## config.mk

```make
export PLATFORM = sky130hd
export DESIGN_NAME = msbs_ctrl
export DESIGN_NICKNAME = d
export VERILOG_FILES = /design/src/hw/rtl/msbs_pkg.sv /design/src/hw/rtl/msbs_ctrl.sv
export VERILOG_INCLUDE_DIRS = /design/src /design/src/hw/rtl
export SDC_FILE = /design/constraint.sdc
export NUM_CORES = 1
export LEC_CHECK = 0
export BUFFER_PORTS_ARGS = -buffer_cell sky130_fd_sc_hd__clkbuf_2
export CAP_MARGIN = 20
export CORE_AREA = 2 2 39 41
export CTS_CLUSTER_SIZE = 10
export DETAILED_ROUTE_END_ITERATION = 6
export DIE_AREA = 0 0 41 43
export MAX_ROUTING_LAYER = met4
export PLACE_DENSITY = 0.86
export SKIP_LAST_GASP = 1
export SYNTH_ARGS = -nofsm -noshare
export SYNTH_HDL_FRONTEND = slang
export SYNTH_SLANG_ARGS = --single-unit
```

## constraint.sdc

```tcl
create_clock -name clk_i -period 3.2 [get_ports clk_i]
set_input_delay 0 -clock clk_i [delete_from_list [all_inputs] [get_ports clk_i]]
set_output_delay 0 -clock clk_i [all_outputs]
set_load 0.005 [all_outputs]
```

## src/hw/rtl/matrix_store_bilinear_sampler_macros.svh

```systemverilog
// Assertion macros shared by the sampler RTL.
// Plain text macros only; the files that assert include this header.
`ifndef MATRIX_STORE_BILINEAR_SAMPLER_MACROS_SVH
`define MATRIX_STORE_BILINEAR_SAMPLER_MACROS_SVH

// Same-cycle implication, disabled while reset is low.
`define MSBS_ASSERT_IMP(lbl, clk, rstn, ante, cons, msg) \
  lbl: assert property (@(posedge clk) disable iff (!rstn) (ante) |-> (cons)) \
    else $error(msg);

// Next-cycle implication, disabled while reset is low.
`define MSBS_ASSERT_NXT(lbl, clk, rstn, ante, cons, msg) \
  lbl: assert property (@(posedge clk) disable iff (!rstn) (ante) |=> (cons)) \
    else $error(msg);

`endif

```

## src/hw/rtl/msbs_pkg.sv

```systemverilog
// Shared types and constants of the matrix store bilinear sampler.
// No dependencies; imported by every module of the block.
package msbs_pkg;

  localparam int unsigned CFG_W       = 7;
  localparam int unsigned OP_W        = 3;
  localparam int unsigned ROW_W       = 6;
  localparam int unsigned COL_W       = 6;
  localparam int unsigned IDX_W       = 12;
  localparam int unsigned VALUE_W     = 32;
  localparam int unsigned POS_W       = 16;
  localparam int unsigned DATA_W      = 32;

  localparam int unsigned TDATA_IN_W  = 88;
  localparam int unsigned TUSER_IN_W  = 3;
  localparam int unsigned TDATA_OUT_W = 32;
  localparam int unsigned TUSER_OUT_W = 1;

  localparam int unsigned ROW_LSB     = 0;
  localparam int unsigned COL_LSB     = ROW_LSB + ROW_W;
  localparam int unsigned IDX_LSB     = COL_LSB + COL_W;
  localparam int unsigned VAL_LSB     = IDX_LSB + IDX_W;
  localparam int unsigned RPOS_LSB    = VAL_LSB + VALUE_W;
  localparam int unsigned CPOS_LSB    = RPOS_LSB + POS_W;

  localparam int unsigned APB_ADDR_W  = 3;
  localparam int unsigned APB_DATA_W  = 32;

  localparam int unsigned DEFAULT_MAX_ROWS      = 64;
  localparam int unsigned DEFAULT_MAX_COLS      = 64;
  localparam int unsigned DEFAULT_POS_FRAC_BITS = 8;

  // Operation codes carried in the input tuser.
  localparam logic [OP_W-1:0] OP_WR_RC  = OP_W'(0);
  localparam logic [OP_W-1:0] OP_RD_RC  = OP_W'(1);
  localparam logic [OP_W-1:0] OP_WR_IDX = OP_W'(2);
  localparam logic [OP_W-1:0] OP_RD_IDX = OP_W'(3);
  localparam logic [OP_W-1:0] OP_SAMPLE = OP_W'(4);

  // Register indexes (byte address / 4).
  localparam logic REG_NUM_ROWS = 1'b0;
  localparam logic REG_NUM_COLS = 1'b1;

  typedef enum logic [1:0] {
    RES_REJECT,
    RES_WRITE,
    RES_READ,
    RES_SAMPLE
  } res_kind_e;

  typedef struct packed {
    logic [CFG_W-1:0] num_rows;
    logic [CFG_W-1:0] num_cols;
  } msbs_cfg_t;

  typedef struct packed {
    logic       load_in;
    logic       div_start;
    logic       div_step;
    logic       mem_we;
    logic       mem_re;
    logic       use_corner;
    logic [1:0] corner;
    logic       cap;
    logic       lerp_h0;
    logic       lerp_h1;
    logic       lerp_v;
    logic       out_load;
    res_kind_e  res_kind;
  } msbs_cmd_t;

  typedef struct packed {
    logic [OP_W-1:0] op;
    logic            rc_ok;
    logic            idx_ok;
    logic            pos_ok;
    logic            div_done;
  } msbs_sts_t;

endpackage

```

## src/hw/rtl/msbs_ctrl.sv

```systemverilog
// Controller: sequences decode, division, store accesses, interpolation and
// the output transfer. Depends on msbs_pkg and the assertion macro header.
`include "matrix_store_bilinear_sampler_macros.svh"

module msbs_ctrl (
  input  logic                 clk_i,
  input  logic                 rst_ni,
  input  logic                 in_valid_i,
  output logic                 in_ready_o,
  output logic                 out_valid_o,
  input  logic                 out_ready_i,
  input  msbs_pkg::msbs_sts_t  sts_i,
  output msbs_pkg::msbs_cmd_t  cmd_o
);
  import msbs_pkg::*;

  typedef enum logic [3:0] {
    ST_IDLE,
    ST_DECODE,
    ST_DIV,
    ST_ACCESS,
    ST_RD0,
    ST_RD1,
    ST_RD2,
    ST_RD3,
    ST_RD4,
    ST_LERP0,
    ST_LERP1,
    ST_LERP2,
    ST_FINISH
  } state_e;

  state_e    state_q, state_d;
  res_kind_e res_kind_q, res_kind_d;
  logic      out_valid_q, out_valid_d;
  logic      is_write;

  assign is_write = (sts_i.op == OP_WR_RC) || (sts_i.op == OP_WR_IDX);

  always_comb begin
    state_d        = state_q;
    res_kind_d     = res_kind_q;
    in_ready_o     = 1'b0;
    cmd_o          = '0;
    cmd_o.res_kind = res_kind_q;

    unique case (state_q)
      ST_IDLE: begin
        in_ready_o = 1'b1;
        if (in_valid_i) begin
          cmd_o.load_in = 1'b1;
          state_d       = ST_DECODE;
        end
      end
      ST_DECODE: begin
        unique case (sts_i.op)
          OP_WR_RC, OP_RD_RC: begin
            state_d = sts_i.rc_ok ? ST_ACCESS : ST_FINISH;
          end
          OP_WR_IDX, OP_RD_IDX: begin
            cmd_o.div_start = sts_i.idx_ok;
            state_d         = sts_i.idx_ok ? ST_DIV : ST_FINISH;
          end
          OP_SAMPLE: begin
            state_d = sts_i.pos_ok ? ST_RD0 : ST_FINISH;
          end
          default: begin
            state_d = ST_FINISH;
          end
        endcase
        res_kind_d = RES_REJECT;
      end
      ST_DIV: begin
        cmd_o.div_step = 1'b1;
        if (sts_i.div_done) begin
          state_d = ST_ACCESS;
        end
      end
      ST_ACCESS: begin
        cmd_o.mem_we = is_write;
        cmd_o.mem_re = !is_write;
        res_kind_d   = is_write ? RES_WRITE : RES_READ;
        state_d      = ST_FINISH;
      end
      ST_RD0: begin
        cmd_o.mem_re     = 1'b1;
        cmd_o.use_corner = 1'b1;
        cmd_o.corner     = 2'd0;
        state_d          = ST_RD1;
      end
      ST_RD1: begin
        cmd_o.mem_re     = 1'b1;
        cmd_o.use_corner = 1'b1;
        cmd_o.corner     = 2'd1;
        cmd_o.cap        = 1'b1;
        state_d          = ST_RD2;
      end
      ST_RD2: begin
        cmd_o.mem_re     = 1'b1;
        cmd_o.use_corner = 1'b1;
        cmd_o.corner     = 2'd2;
        cmd_o.cap        = 1'b1;
        state_d          = ST_RD3;
      end
      ST_RD3: begin
        cmd_o.mem_re     = 1'b1;
        cmd_o.use_corner = 1'b1;
        cmd_o.corner     = 2'd3;
        cmd_o.cap        = 1'b1;
        state_d          = ST_RD4;
      end
      ST_RD4: begin
        cmd_o.cap = 1'b1;
        state_d   = ST_LERP0;
      end
      ST_LERP0: begin
        cmd_o.lerp_h0 = 1'b1;
        state_d       = ST_LERP1;
      end
      ST_LERP1: begin
        cmd_o.lerp_h1 = 1'b1;
        state_d       = ST_LERP2;
      end
      ST_LERP2: begin
        cmd_o.lerp_v = 1'b1;
        res_kind_d   = RES_SAMPLE;
        state_d      = ST_FINISH;
      end
      ST_FINISH: begin
        // Hand the result over once the output register is free.
        if (!out_valid_q || out_ready_i) begin
          cmd_o.out_load = 1'b1;
          state_d        = ST_IDLE;
        end
      end
      default: begin
        state_d = ST_IDLE;
      end
    endcase

    priority if (cmd_o.out_load) begin
      out_valid_d = 1'b1;
    end else if (out_ready_i) begin
      out_valid_d = 1'b0;
    end else begin
      out_valid_d = out_valid_q;
    end
  end

  always_ff @(posedge clk_i or negedge rst_ni) begin
    if (!rst_ni) begin
      state_q     <= ST_IDLE;
      res_kind_q  <= RES_REJECT;
      out_valid_q <= 1'b0;
    end else begin
      state_q     <= state_d;
      res_kind_q  <= res_kind_d;
      out_valid_q <= out_valid_d;
    end
  end

  assign out_valid_o = out_valid_q;

  `MSBS_ASSERT_IMP(a_load_slot_free, clk_i, rst_ni, cmd_o.out_load, !out_valid_q || out_ready_i, "result loaded over a pending result")
  `MSBS_ASSERT_IMP(a_write_only_for_write_ops, clk_i, rst_ni, cmd_o.mem_we, sts_i.op == OP_WR_RC || sts_i.op == OP_WR_IDX, "store written by a non-write operation")
  `MSBS_ASSERT_NXT(a_accept_to_decode, clk_i, rst_ni, in_valid_i && in_ready_o, state_q == ST_DECODE, "accepted item not decoded next cycle")
  `MSBS_ASSERT_NXT(a_div_holds, clk_i, rst_ni, state_q == ST_DIV && !sts_i.div_done, state_q == ST_DIV, "divider left before its last step")

endmodule

```

==> flow_summary.ini <==
[worst_setup_path]
required_ps = 3200
cp_max_fo = 11
timing.rr.start = state_q[3]
cp-start-kind = flop
crit_type = reg2out
crit_slowest_cell = dfrtp_1
max_stage_delay_ps = 490
cp.arrival_ps = 1510
ff2ff_setup_slack_ps = 1830
r2r_end = state_q[0]
r2r.worst_path.cells = 3
end_kind = output pin
crit_chain = or2_0, nor2_1, and2_1, clkbuf_2

[sta]
fin_crit_sh_pct = 47.17
tightest_slew_ps = 428.6
rsz0062_at_grt = false
fin_skew_ps = 6.103
setup_viol_count_final = 0
max_freq_mhz = 662.5
setup_tns_ps = 0
drv_slew = 0
slew-limit-headroom_pct = 71.03
min_period_ps = 1509
hold_viol = 0
hold_ws_ps = 69.70

[hold_path]
hp-class = in2reg
hold_depth = 3
hp-start = out_ready_i
whs_endpoint = out_valid_o

[cts]
insertion_delay_ps = 250
cts.path.max_buffers = 2
cts_root_buffer = clkbuf_4
clk_pin_slew_worst_paths_ps = 50
cts_tree = done
clock-sinks = 7
post_cts_buffers = 0
htreeDepth = 1
cts_buffers = 3

[outcome]
status = completed

[synth]
syn_avg_cell_area_um2 = 8.366
syn_inst = 67
synth_cell_type_count = 33
ys_warn_count = 0
syn_nets = 78
syn_area_um2 = 560.5
synth-seq-area-share_pct = 31.25
ys_ff_latch = 7

[die]
design.core.area_mm2 = 0.001384
die-area_mm2 = 0.001763
initial_core_util_pct = 40.51
die_x_um = 41
rows = 14
die_h_um = 43
boundaryPins = 28

[power]
powerDensity_mw_per_mm2 = 865.9
p_leak_uw = 0.0003433
peakVddDrop_mv = 0.4189
fin_total_pwr_uw = 605.6

[final_layout]
area_growth_pct = 24.78
nFillCells = 142
final_layout_size_suffix_gt1_share_pct = 36.56
postLayoutCellArea_um2 = 699.4
nNetsFinal = 105
diodes = 0
layout_commonest_cell = clkbuf_2
fin_util_pct = 50.54
most-common-layout-cells = 27 x clkbuf_2, 9 x nor2_1, 7 x dfrtp_1

[route]
firstDrtPassIters = 4
wl_um = 1317
antenna_left = 0
vias = 599
route.detailed.drc = 0
drt_iter0_markers = 6
wl_per_cell_um = 12.08
avgViaCountPerCell = 5.495

[flow_run]
cap_violations = 0

[grt]
grt_pass1_vias = 522
grt_first_pass_wirelength_um = 2104
grt_overflow = 0
grt_max_degree = 13
antenna_found_initial = 0
track_usage_pct = 17.96

[placement]
gp_congestion = 0.8175
post-dp-hpwl_um = 1062
dpl_cell_area_um2 = 663.1
io_buffers = 27
## cell families after synthesis
logic type,after synthesis,share of synthesized area (%)
and+or+nand+nor,36,36.39
AOI/OAI and AO/OA,15,18.53
muxes,2,3.795
buffers and inverters,7,10.04
DFF,7,31.25
## Yosys cell counts
| cell type | count | area share (%) |
|---|---|---|
| a21oi_1 | 2 | 1.8 |
| a31o_2 | 1 | 1.6 |
| and2_1 | 3 | 3.3 |
| and3_1 | 1 | 1.1 |
| and4_1 | 1 | 1.6 |
| buf_4 | 2 | 2.7 |
| buf_6 | 3 | 6.0 |
| clkbuf_1 | 1 | 0.67 |
| dfrtp_1 | 7 | 31 |
| inv_1 | 1 | 0.67 |
| mux2_1 | 1 | 2.0 |
| mux2i_1 | 1 | 1.8 |
| nand2_1 | 4 | 2.7 |
| nand2b_1 | 3 | 3.3 |
| nand3_1 | 1 | 0.89 |
| nand4bb_1 | 1 | 2.0 |
| nor2_1 | 9 | 6.0 |
| nor2b_1 | 3 | 3.3 |
| nor2b_2 | 1 | 1.6 |
| nor3_1 | 3 | 2.7 |
| nor4_1 | 1 | 1.1 |
| nor4b_1 | 1 | 1.6 |
| o2111ai_1 | 1 | 1.6 |
| o211ai_1 | 1 | 1.3 |
| o21ai_0 | 5 | 4.5 |
| o21ai_1 | 2 | 1.8 |
| o21bai_1 | 1 | 1.3 |
| o311a_1 | 1 | 1.8 |
| o41ai_2 | 1 | 2.9 |
| or2_0 | 1 | 1.1 |
| or2_1 | 1 | 1.1 |
| or2_4 | 1 | 1.6 |
| or2b_1 | 1 | 1.3 |
## state kept, by name, summed over array words and instances (netlist names)
register	flops
res_kind_q	2
out_valid_o	1
state_q	4
## layer usage
metal,global-route usage (%),share of wire (%),up-vias
li1,-,-,287
met5,-,0,-
met3,7.853,6.6,2
met2,26.25,50,24
met4,6.000,1.2,0
met1,21.52,42,286
## power breakdown
| group | leakage [µW] | internal, µW | total [µW] | switching (µW) |
|---|---|---|---|---|
| clock network | 0.0000150 | 47.5 | 78.9 | 31.4 |
| logic | 0.000242 | 158 | 318 | 160 |
| registers | 0.0000865 | 133 | 209 | 76.1 |
## final cells by class
class | instances | area (µm²) | area share (%)
Multi-Input combinational cell | 53 | 329.1 | 47.05
Sequential cell | 7 | 175.2 | 25.04
Timing Repair Buffer | 28 | 145.1 | 20.75
Clock buffer | 4 | 26.28 | 3.757
Tap cell | 16 | 20.02 | 2.862
Inverter | 1 | 3.754 | 0.5367
## through the flow
step           instances  setup WS [ps]
2_1_floorplan         67           2015
3_5_place_dp         104           1841
3_3_place_gp         104           1908
6_report             109           1691
4_1_cts              109           1676
5_1_grt              109           1575
## critical path: cells and delay by family (launching register included)
family	cells	cell delay, ps
buf+inv	1	100
simple gates	3	670
flops	1	490
## worst max path at each step
stage,end,startpoint,slack [ps]
floorplan,state_q[0],state_q[1],2020
global placement,state_q[0],state_q[3],1910
detailed placement,state_q[0],state_q[3],1840
CTS,cmd_o[14],state_q[1],1680
global route,cmd_o[14],state_q[1],1570
finish,cmd_o[14],state_q[1],1690
## timing repair
| action | in CTS | in global routing |
|---|---|---|
| hold buffers | 1 | 0 |
| resized for setup | 0 | 0 |
| hold endpoints to repair | 7 | 0 |
Note: power is estimated with default switching activity, not from simulation.
