## src/hw/rtl/matrix_store_bilinear_sampler_macros.svh

```systemverilog
// Assertion macros shared by the sampler RTL.
// Plain text macros only; the files that assert include this header.
`ifndef MATRIX_STORE_BILINEAR_SAMPLER_MACROS_SVH
`define MATRIX_STORE_BILINEAR_SAMPLER_MACROS_SVH

// Same-cycle implication, disabled while reset is low.
`define MSBS_ASSERT_IMP(lbl, clk, rstn, ante, cons, msg) \
  lbl: assert property (@(posedge clk) disable iff (!rstn) (ante) |-> (cons)) \
    else $error(msg);

// Next-cycle implication, disabled while reset is low.
`define MSBS_ASSERT_NXT(lbl, clk, rstn, ante, cons, msg) \
  lbl: assert property (@(posedge clk) disable iff (!rstn) (ante) |=> (cons)) \
    else $error(msg);

`endif

```

## src/hw/rtl/msbs_pkg.sv

```systemverilog
// Shared types and constants of the matrix store bilinear sampler.
// No dependencies; imported by every module of the block.
package msbs_pkg;

  localparam int unsigned CFG_W       = 7;
  localparam int unsigned OP_W        = 3;
  localparam int unsigned ROW_W       = 6;
  localparam int unsigned COL_W       = 6;
  localparam int unsigned IDX_W       = 12;
  localparam int unsigned VALUE_W     = 32;
  localparam int unsigned POS_W       = 16;
  localparam int unsigned DATA_W      = 32;

  localparam int unsigned TDATA_IN_W  = 88;
  localparam int unsigned TUSER_IN_W  = 3;
  localparam int unsigned TDATA_OUT_W = 32;
  localparam int unsigned TUSER_OUT_W = 1;

  localparam int unsigned ROW_LSB     = 0;
  localparam int unsigned COL_LSB     = ROW_LSB + ROW_W;
  localparam int unsigned IDX_LSB     = COL_LSB + COL_W;
  localparam int unsigned VAL_LSB     = IDX_LSB + IDX_W;
  localparam int unsigned RPOS_LSB    = VAL_LSB + VALUE_W;
  localparam int unsigned CPOS_LSB    = RPOS_LSB + POS_W;

  localparam int unsigned APB_ADDR_W  = 3;
  localparam int unsigned APB_DATA_W  = 32;

  localparam int unsigned DEFAULT_MAX_ROWS      = 64;
  localparam int unsigned DEFAULT_MAX_COLS      = 64;
  localparam int unsigned DEFAULT_POS_FRAC_BITS = 8;

  // Operation codes carried in the input tuser.
  localparam logic [OP_W-1:0] OP_WR_RC  = OP_W'(0);
  localparam logic [OP_W-1:0] OP_RD_RC  = OP_W'(1);
  localparam logic [OP_W-1:0] OP_WR_IDX = OP_W'(2);
  localparam logic [OP_W-1:0] OP_RD_IDX = OP_W'(3);
  localparam logic [OP_W-1:0] OP_SAMPLE = OP_W'(4);

  // Register indexes (byte address / 4).
  localparam logic REG_NUM_ROWS = 1'b0;
  localparam logic REG_NUM_COLS = 1'b1;

  typedef enum logic [1:0] {
    RES_REJECT,
    RES_WRITE,
    RES_READ,
    RES_SAMPLE
  } res_kind_e;

  typedef struct packed {
    logic [CFG_W-1:0] num_rows;
    logic [CFG_W-1:0] num_cols;
  } msbs_cfg_t;

  typedef struct packed {
    logic       load_in;
    logic       div_start;
    logic       div_step;
    logic       mem_we;
    logic       mem_re;
    logic       use_corner;
    logic [1:0] corner;
    logic       cap;
    logic       lerp_h0;
    logic       lerp_h1;
    logic       lerp_v;
    logic       out_load;
    res_kind_e  res_kind;
  } msbs_cmd_t;

  typedef struct packed {
    logic [OP_W-1:0] op;
    logic            rc_ok;
    logic            idx_ok;
    logic            pos_ok;
    logic            div_done;
  } msbs_sts_t;

endpackage

```

## src/hw/rtl/msbs_regs.sv

```systemverilog
// APB register file holding the matrix shape (num_rows, num_cols).
// Depends on msbs_pkg.
module msbs_regs (
  input  logic                              clk_i,
  input  logic                              rst_ni,
  input  logic                              psel_i,
  input  logic                              penable_i,
  input  logic                              pwrite_i,
  input  logic [msbs_pkg::APB_ADDR_W-1:0]   paddr_i,
  input  logic [msbs_pkg::APB_DATA_W-1:0]   pwdata_i,
  output logic [msbs_pkg::APB_DATA_W-1:0]   prdata_o,
  output logic                              pready_o,
  output msbs_pkg::msbs_cfg_t               cfg_o
);
  import msbs_pkg::*;

  logic             wr_en;
  logic             reg_idx;
  logic [CFG_W-1:0] num_rows_q, num_cols_q;

  assign pready_o = 1'b1;
  assign reg_idx  = paddr_i[2];
  assign wr_en    = psel_i && penable_i && pwrite_i && pready_o;

  always_ff @(posedge clk_i or negedge rst_ni) begin
    if (!rst_ni) begin
      num_rows_q <= '0;
      num_cols_q <= '0;
    end else if (wr_en) begin
      if (reg_idx == REG_NUM_ROWS) begin
        num_rows_q <= pwdata_i[CFG_W-1:0];
      end else begin
        num_cols_q <= pwdata_i[CFG_W-1:0];
      end
    end
  end

  assign prdata_o = (reg_idx == REG_NUM_COLS) ? APB_DATA_W'(num_cols_q)
                                              : APB_DATA_W'(num_rows_q);

  assign cfg_o.num_rows = num_rows_q;
  assign cfg_o.num_cols = num_cols_q;

endmodule

```

## config.mk

```make
export PLATFORM = sky130hd
export DESIGN_NAME = msbs_regs
export DESIGN_NICKNAME = d
export VERILOG_FILES = /design/src/hw/rtl/matrix_store_bilinear_sampler_macros.svh /design/src/hw/rtl/msbs_pkg.sv /design/src/hw/rtl/msbs_regs.sv
export SDC_FILE = /design/constraint.sdc
export NUM_CORES = 1
export LEC_CHECK = 0
export BUFFER_PORTS_ARGS = -buffer_cell sky130_fd_sc_hd__buf_2
export CORE_MARGIN = 4
export CORE_UTILIZATION = 37
export CTS_CLUSTER_DIAMETER = 150
export CTS_CLUSTER_SIZE = 12
export DETAILED_ROUTE_END_ITERATION = 6
export PLACE_DENSITY = 0.86
export SLEW_MARGIN = 30
export SYNTH_ARGS = -nofsm -noshare
export SYNTH_HDL_FRONTEND = slang
export SYNTH_SLANG_ARGS = --single-unit
```

## constraint.sdc

```tcl
create_clock -name clk_i -period 2.9 [get_ports clk_i]
set_clock_uncertainty 0.2 [all_clocks]
set_input_delay 0.58 -clock clk_i [delete_from_list [all_inputs] [get_ports clk_i]]
set_output_delay 0.58 -clock clk_i [all_outputs]
set_load 0.01 [all_outputs]
```

==> out/metrics.csv, run 1 <==
stage,metric,value,unit
logic_synthesis,post-synthesis sequential area ratio,0.419,
setup_path,reg2reg path depth,1,
clocking,"Setup Fix Bufs, Post-CTS",0,
floorplanning,Die Width,55.6,microns
run_status,status,"complete, no violations",
clocking,CTS Buf Count,3,
timing,TNS Setup,0,ns
power_and_ir_drop,Psw,191,uW
timing,worst hold margin,0.331,ns
setup_path,Worst setup SP type,input port,
timing,"Slew Viols, Final",0,
clocking,clk slew on worst S/H paths,0.08,ns
setup_path,RR Endpoint,num_rows_q[5]$_DFFE_PN0P_,
logic_synthesis,post-synthesis cell count,66,
min_path,Hold Startpoint,num_cols_q[6]$_DFFE_PN0P_,
grt,largest net degree at the start of global routing,15,
setup_path,Worst Path Buf+Inv,2,
clocking,Longest Clk Path Bufs,2,
clocking,cts hold-fix bufs,1,
route,Post-DRT Antenna Nets,0,
setup_path,data arrival time of the critical path,1.32,ns
final_layout,non-filler cells in the finished layout,128,
logic_synthesis,area share of the largest cell type after synthesis,0.419,
timing,period utilization,0.724,
logic_synthesis,Synth Flop Type,dfrtp_1,
place,Post-DP Area,920,sq um
floorplanning,core area,0.00206,sq mm
power_and_ir_drop,Sw Ratio,0.315,
setup_path,top cell family by delay on the critical path,multiplexers,
route,DRC,0,
timing,RSZ-0062 raised after global routing,no,
power_and_ir_drop,Cell Int Power,417,uW
final_layout,P&R area growth vs syn,15.4,%
clocking,H-tree depth,1,
grt,gr ovfl total,0,
power_and_ir_drop,VDD IR max,0.000310,V
floorplanning,die area,0.00309,sq mm
timing,Hold Fails Final Rpt,0,
setup_path,WP data required,2.12,ns
final_layout,filler instances,209,
grt,first-pass GRT wire length,2510,microns
grt,initial antenna violation count,0,
route,Vias/cell,4.13,
final_layout,layout cells sized above 1,0.594,
place,Post-DP HPWL,1260,microns
setup_path,Critical Path Most Common Cell,buf_2,
power_and_ir_drop,Leak,0.524,nW
min_path,worst hold-check path type,reg -> reg,
clocking,PostCTS Resize Cnt,0,
setup_path,crit end category,primary output,
setup_path,max incr delay on CP,0.37,ns
logic_synthesis,"Cell Area, Synth",837,sq um
logic_synthesis,syn_area_per_cell,12.7,sq um
logic_synthesis,most frequent cells after synthesis,"buf_4 (26), mux2_2 (21), dfrtp_1 (14)",
logic_synthesis,most numerous cell in the Yosys netlist,buf_4,
setup_path,maximum fanout along the worst path,9,
setup_path,worst path cell trace,buf_2 -> mux2_2 -> buf_2,
floorplanning,# IOs,87,
grt,vias in the first global route,531,
logic_synthesis,Yosys warning count,0,
setup_path,Reg-to-Reg Start,num_rows_q[5]$_DFFE_PN0P_,
final_layout,Final nets,142,
logic_synthesis,post-synthesis register bit count,14,
final_layout,n_diodes,0,
power_and_ir_drop,sequential power share,0.436,
run,number of max-cap violations,0,
place,routability cong.,0.693,
route,DR vias,528,
route,DRT iter0 DRCs,2,
logic_synthesis,largest area contributor in the netlist,dfrtp_1,
setup_path,end point of the critical path,prdata_o[2],
floorplanning,Core Rows,16,
power_and_ir_drop,Pwr Total,609,uW
setup_path,Setup Crit Path Kind,in -> out,
setup_path,"reg-to-reg slack, setup",1.93,ns
timing,max frequency,0.476,GHz
floorplanning,Die Ht,55.6,microns
timing,# setup viols final,0,
place,# port buffers,33,
setup_path,total stage count of the critical path,3,
final_layout,Final Cell Area,966,sq um
clocking,TritonCTS Sinks,14,
floorplanning,starting density of the core,0.406,
timing,min cycle time layout,2.10,ns
power_and_ir_drop,part of the power in the clock network,0.225,
place,dpl cells,123,
logic_synthesis,Post-synth EDFFs,0,
logic_synthesis,synth unique cells,7,
grt,Total GRT Usage,0.102,
route,routed wire length,1600,microns
logic_synthesis,"top cells by area, synth","dfrtp_1 (42%), mux2_2 (28%), buf_4 (23%), nand4b_4 (2.8%), nand4_2 (1.5%)",
route,WL per Instance,12.5,microns
setup_path,Crit. Startpoint,paddr_i[2],
clocking,Clock Tree Root,clkbuf_4,
logic_synthesis,ys async rst share,1.00,
setup_path,"Slowest-stage cell, CP",mux2_2,
power_and_ir_drop,Comb power frac,0.339,
clocking,CTS tree,yes,
power_and_ir_drop,pwr dens,630,mW/mm^2
clocking,"Clk Latency, worst-skew pair",0.27,ns
route,Pre-antenna DRT Iters,2,
-- per-layer routing --
layer	wire [microns]	global-route usage
met5	0	0
met3	175	0.0513
met4	0	0.0104
met1	542	0.106
met2	886	0.188
-- worst min path at each step --
stage | endpoint | cells past startpoint
global route | num_cols_q[6]$_DFFE_PN0P_ | 2
detailed placement | num_cols_q[6]$_DFFE_PN0P_ | 1
floorplan | num_cols_q[0]$_DFFE_PN0P_ | 0
CTS | num_cols_q[6]$_DFFE_PN0P_ | 2
global placement | num_rows_q[6]$_DFFE_PN0P_ | 1
finish | num_cols_q[6]$_DFFE_PN0P_ | 1
-- power groups by stage --
stage | Sequential, mW | Combinational (mW) | Clock (mW)
detailed placement | 0.270 | 0.208 | 0
floorplan | 0.289 | 0.123 | 0
global route | 0.273 | 0.223 | 0.151
global placement | 0.266 | 0.203 | 0
CTS | 0.267 | 0.210 | 0.143
finish | 0.266 | 0.206 | 0.137
-- logic make-up after synthesis --
family,after synthesis,share of synthesized area
flops,14,0.419
simple gates,2,0.0433
buf+inv,27,0.247
mux,21,0.283
other cells,2,0.00897
-- sequential cells by signal (all words and copies together) (netlist names) --
register	cells
num_cols_q	7
num_rows_q	7
-- layout by cell type (no fill, tap or decap) --
cell type	n
clkbuf_4	3
clkbuf_8	1
conb_1	26
dfrtp_1	14
mux2_2	21
buf_2	33
dlygate4sd3_1	1
nand4b_4	1
nand4_2	1
-- layout make-up --
| cell class | count | area, sq um | area share |
|---|---|---|---|
| multi-input combinational | 49 | 370 | 0.383 |
| sequential | 14 | 350 | 0.363 |
| timing repair buffer | 34 | 175 | 0.181 |
| tap | 27 | 33.8 | 0.0350 |
| clock buffer | 4 | 36.3 | 0.0376 |
-- through the flow --
stage | setup slack, ns | utilization
final | 0.799 | 0.468
after global routing | 0.769 | 0.468
after CTS | 0.785 | 0.468
after detailed placement | 0.796 | 0.446
after global placement | 0.809 | 0.446
after floorplan | 1.08 | -
Power figures use the tool's default switching activity.
==> run 2: changes to the inputs <==
--- a/config.mk
+++ b/config.mk
@@ -7,11 +7,11 @@
 export LEC_CHECK = 0
 export BUFFER_PORTS_ARGS = -buffer_cell sky130_fd_sc_hd__buf_2
 export CORE_MARGIN = 4
-export CORE_UTILIZATION = 37
+export CORE_UTILIZATION = 31
 export CTS_CLUSTER_DIAMETER = 150
 export CTS_CLUSTER_SIZE = 12
 export DETAILED_ROUTE_END_ITERATION = 6
-export PLACE_DENSITY = 0.86
+export PLACE_DENSITY = 0.77
 export SLEW_MARGIN = 30
 export SYNTH_ARGS = -nofsm -noshare
 export SYNTH_HDL_FRONTEND = slang
==> constraint.sdc (replaced) <==
create_clock -name clk_i -period 1.7 [get_ports clk_i]
set_clock_uncertainty 0.2 [all_clocks]
set_input_delay 0.34 -clock clk_i [delete_from_list [all_inputs] [get_ports clk_i]]
set_output_delay 0.34 -clock clk_i [all_outputs]
set_load 0.01 [all_outputs]
==> out/metrics.csv, run 2 (synthesis gave the netlist of run 1 again) <==
stage,metric,value,unit
run_status,status,"complete, no violations",
grt,vias in the first global route,542,
timing,Final WS setup,0.0740,ns
setup_path,Reg-to-Reg Start,num_cols_q[0]$_DFFE_PN0P_,
floorplanning,# IOs,87,
route,DR vias,535,
clocking,cts hold-fix bufs,1,
setup_path,crit end category,primary output,
place,# port buffers,33,
place,routability cong.,0.652,
floorplanning,starting density of the core,0.332,
setup_path,Crit. Startpoint,num_cols_q[0]$_DFFE_PN0P_,
route,WL per Instance,12.0,microns
timing,period utilization,0.956,
grt,Total GRT Usage,0.0941,
floorplanning,core area,0.00252,sq mm
place,dpl ws,0.0912,ns
final_layout,top flop regs,"num_cols_q x7, num_rows_q x7",
timing,"Slew Viols, Final",0,
clocking,H-tree depth,1,
power_and_ir_drop,pwr dens,1070,mW/mm^2
clocking,Clock Tree Root,clkbuf_4,
setup_path,end point of the critical path,prdata_o[0],
route,Pre-antenna DRT Iters,1,
final_layout,n_diodes,0,
route,routed wire length,1570,microns
floorplanning,Core Rows,18,
floorplanning,Die Width,60.0,microns
setup_path,WP data required,1.16,ns
clocking,TritonCTS Sinks,14,
clocking,Longest Clk Path Bufs,2,
timing,Hold Fails Final Rpt,0,
setup_path,maximum fanout along the worst path,3,
timing,# setup viols final,0,
route,Vias/cell,4.08,
floorplanning,Die Ht,60.0,microns
setup_path,Worst setup SP type,register,
final_layout,layout cells sized above 1,0.594,
min_path,worst hold-check path type,in -> reg,
clocking,"Clk Latency, worst-skew pair",0.27,ns
timing,RSZ-0062 raised after global routing,no,
power_and_ir_drop,VDD IR max,0.000692,V
final_layout,filler instances,251,
timing,TNS Setup,0,ns
timing,min cycle time layout,1.63,ns
run,number of max-cap violations,0,
route,Post-DRT Antenna Nets,0,
final_layout,"most common cell after layout, fill and taps aside",buf_2,
clocking,PostCTS Resize Cnt,0,
clocking,"Setup Fix Bufs, Post-CTS",0,
setup_path,reg2reg path depth,1,
grt,gr ovfl total,0,
grt,largest net degree at the start of global routing,15,
setup_path,"reg-to-reg slack, setup",0.71,ns
power_and_ir_drop,Leak,0.524,nW
route,DRC,0,
grt,first-pass GRT wire length,2550,microns
clocking,clk slew on worst S/H paths,0.08,ns
setup_path,data arrival time of the critical path,1.09,ns
floorplanning,die area,0.00360,sq mm
timing,max frequency,0.615,GHz
final_layout,P&R area growth vs syn,15.8,%
clocking,CTS Buf Count,3,
setup_path,Setup Crit Path Kind,reg -> out,
clocking,CTS tree,yes,
route,DRT iter0 DRCs,0,
grt,initial antenna violation count,0,
final_layout,Final nets,142,
setup_path,RR Endpoint,num_cols_q[0]$_DFFE_PN0P_,
final_layout,most frequent cells in the layout,"buf_2 (33), conb_1 (26), mux2_2 (21)",
place,Post-DP HPWL,1260,microns
## run 2: cell counts in the layout (fill, tap and decap cells not counted)
No cell type changed its count.
## run 2: metal layers
layer  global-route usage  up-vias  part of all wire
li1                     -      241                 -
met1                0.104      252              0.35
met2                0.176       42              0.53
met3               0.0216        0              0.11
met4               0.0285        0                 0
met5                    0        -                 0
## run 2: critical path: stages, from the launching register on
cell     delay [ns]
dfrtp_1        0.41
mux2_2         0.27
buf_2          0.14
## run 2: how the worst min path moves through the flow
| stage | slack, ns | to | cells past startpoint | from |
|---|---|---|---|---|
| finish | 0.11 | num_cols_q[4]$_DFFE_PN0P_ | 2 | pwdata_i[4] |
| global route | 0.1 | num_rows_q[3]$_DFFE_PN0P_ | 2 | pwdata_i[3] |
| CTS | 0.1 | num_cols_q[2]$_DFFE_PN0P_ | 2 | pwdata_i[2] |
| detailed placement | 0.05 | num_rows_q[0]$_DFFE_PN0P_ | 1 | rst_ni |
| global placement | 0.04 | num_rows_q[0]$_DFFE_PN0P_ | 1 | rst_ni |
| floorplan | -0.16 | num_cols_q[0]$_DFFE_PN0P_ | 0 | rst_ni |
## run 2: final cells by class
cell class / instances / area [sq um] / area share
clock buffers: 4 / 36.3 / 0.0374
repair buffers: 34 / 175 / 0.181
well taps: 30 / 37.5 / 0.0387
multi-input cells: 49 / 370 / 0.382
flip-flops and latches: 14 / 350 / 0.361
## run 2: metrics by stage
stage               area, sq um   util  power [mW]  std cells  hold slack (ns)
finish                      970  0.384        1.04        131            0.108
global route                970  0.384        1.12        131           0.0952
CTS                         970  0.384        1.06        131           0.0959
detailed placement          923  0.366       0.817        126           0.0491
global placement            923  0.366       0.802        126           0.0410
floorplan                   927      -       0.702         90           -0.156
## run 2: where the power goes
group          internal [mW]  switching (mW)
clock network          0.130           0.100
logic                  0.175           0.177
registers              0.407          0.0508
==> run 3: changes to the inputs <==
--- a/config.mk
+++ b/config.mk
@@ -8,10 +8,10 @@
 export BUFFER_PORTS_ARGS = -buffer_cell sky130_fd_sc_hd__buf_2
 export CORE_MARGIN = 4
 export CORE_UTILIZATION = 31
-export CTS_CLUSTER_DIAMETER = 150
 export CTS_CLUSTER_SIZE = 12
 export DETAILED_ROUTE_END_ITERATION = 6
 export PLACE_DENSITY = 0.77
+export SETUP_SLACK_MARGIN = 0.5
 export SLEW_MARGIN = 30
 export SYNTH_ARGS = -nofsm -noshare
 export SYNTH_HDL_FRONTEND = slang
==> out/metrics.csv, run 3 (synthesis gave the netlist of run 1 again) <==
stage,metric,value,unit
run_status,status,"complete, no violations",
timing,Final WS setup,0.0779,ns
final_layout,n_diodes,0,
place,# port buffers,33,
grt,Total GRT Usage,0.103,
clocking,Longest Clk Path Bufs,2,
final_layout,Final Cell Area,0.00119,sq mm
route,Vias/cell,4.21,
timing,period utilization,0.954,
setup_path,end point of the critical path,prdata_o[1],
place,Post-DP Area,950,sq um
floorplanning,# IOs,87,
power_and_ir_drop,VDD IR max,0.000765,V
final_layout,non-filler cells in the finished layout,140,
floorplanning,starting density of the core,0.332,
timing,max frequency,0.617,GHz
setup_path,maximum fanout along the worst path,2,
floorplanning,Core Rows,18,
clocking,Clock Tree Root,clkbuf_4,
grt,first-pass GRT wire length,2750,microns
setup_path,RR Endpoint,num_rows_q[5]$_DFFE_PN0P_,
route,Post-DRT Antenna Nets,0,
place,dpl ws,0.0831,ns
setup_path,Reg-to-Reg Start,num_rows_q[5]$_DFFE_PN0P_,
place,Post-DP HPWL,1280,microns
clocking,CTS tree,yes,
route,DRT iter0 DRCs,3,
place,routability cong.,0.673,
final_layout,most frequent cells in the layout,"conb_1 (26), buf_6 (22), buf_2 (17)",
setup_path,crit end category,primary output,
setup_path,Worst setup SP type,register,
floorplanning,Die Ht,60.0,microns
power_and_ir_drop,Psw,389,uW
floorplanning,Die Width,60.0,microns
route,routed wire length,1780,microns
grt,largest net degree at the start of global routing,15,
power_and_ir_drop,part of the power in the clock network,0.183,
timing,"Slew Viols, Final",0,
min_path,worst hold-check path type,in -> reg,
clocking,clk slew on worst S/H paths,0.08,ns
setup_path,Setup Crit Path Kind,reg -> out,
route,DRC,0,
timing,# setup viols final,0,
power_and_ir_drop,Leak,0.632,nW
timing,TNS Setup,0,ns
power_and_ir_drop,sequential power share,0.355,
final_layout,P&R area growth vs syn,42.8,%
power_and_ir_drop,pwr dens,1090,mW/mm^2
floorplanning,core area,0.00252,sq mm
grt,gr ovfl total,0,
clocking,"Clk Latency, worst-skew pair",0.28,ns
floorplanning,die area,0.00360,sq mm
run,number of max-cap violations,0,
timing,RSZ-0062 raised after global routing,yes,
power_and_ir_drop,Sw Ratio,0.299,
setup_path,WP data required,1.16,ns
route,Pre-antenna DRT Iters,2,
final_layout,"most common cell after layout, fill and taps aside",conb_1,
route,WL per Instance,12.7,microns
power_and_ir_drop,Comb power frac,0.462,
timing,Hold Fails Final Rpt,0,
place,dpl cells,126,
final_layout,layout cells sized above 1,0.627,
grt,vias in the first global route,589,
clocking,CTS Buf Count,3,
grt,initial antenna violation count,0,
timing,min cycle time layout,1.62,ns
setup_path,"reg-to-reg slack, setup",0.50,ns
setup_path,reg2reg path depth,3,
clocking,TritonCTS Sinks,14,
route,DR vias,590,
power_and_ir_drop,Cell Int Power,910,uW
final_layout,Final nets,151,
clocking,H-tree depth,1,
final_layout,top flop regs,"num_cols_q x7, num_rows_q x7",
setup_path,Crit. Startpoint,num_rows_q[1]$_DFFE_PN0P_,
final_layout,"Core Util, Final",0.474,
setup_path,data arrival time of the critical path,1.08,ns
==> run 3: cell types whose count changed in the layout (fill, tap and decap cells not counted), sizes merged <==
cell and change:
clkbuf +1, buf +8
==> run 3: final cells by class <==
| cell class | instances | area [sq um] |
|---|---|---|
| tap | 30 | 37.5 |
| multi-input combinational | 49 | 405 |
| timing repair buffer | 43 | 365 |
| fill | 220 | 1330 |
| clock buffer | 4 | 36.3 |
| sequential | 14 | 350 |
==> run 3: per-layer routing <==
metal  up-vias  share of wire  global-route usage
li1        259              -                   -
met1       280           0.34              0.0971
met2        48           0.52               0.193
met3         3           0.13              0.0410
met4         0          0.012              0.0411
met5         -              0                   0
==> run 3: power by group through the flow <==
stage	sequential (mW)	combinational, mW	clock [mW]
floorplan	0.496	0.236	0
global placement	0.461	0.374	0
detailed placement	0.468	0.379	0
CTS	0.459	0.562	0.249
global route	0.474	0.643	0.258
finish	0.461	0.599	0.238
==> run 3: worst min path at each step <==
stage                     start  cells after the start                   endpoint  slack [ns]
floorplan                rst_ni                      0  num_cols_q[0]$_DFFE_PN0P_       -0.16
global placement         rst_ni                      1  num_rows_q[2]$_DFFE_PN0P_        0.04
detailed placement       rst_ni                      1  num_rows_q[2]$_DFFE_PN0P_        0.05
CTS                 pwdata_i[1]                      2  num_rows_q[1]$_DFFE_PN0P_        0.09
global route        pwdata_i[6]                      2  num_cols_q[6]$_DFFE_PN0P_        0.09
finish              pwdata_i[6]                      2  num_cols_q[6]$_DFFE_PN0P_        0.10
==> run 3: per-stage QoR <==
step	power [mW]	hold slack (ns)
2_1_floorplan	0.732	-0.156
3_3_place_gp	0.835	0.0408
3_5_place_dp	0.847	0.0499
4_1_cts	1.27	0.0868
5_1_grt	1.38	0.0886
6_report	1.30	0.101
==> run 3: timing repair <==
| action | in CTS | in global routing |
|---|---|---|
| hold buffers | 1 | 0 |
| resized for setup | 19 | 5 |
| setup endpoints to repair | 35 | 35 |
| endpoints found under the hold margin | 14 | 0 |
| buffers inserted | 7 | 2 |
==> run 3: critical path, cell delays in order (launching register included) <==
cell	delay, ns
dfrtp_1	0.40
mux2_4	0.28
buf_6	0.12
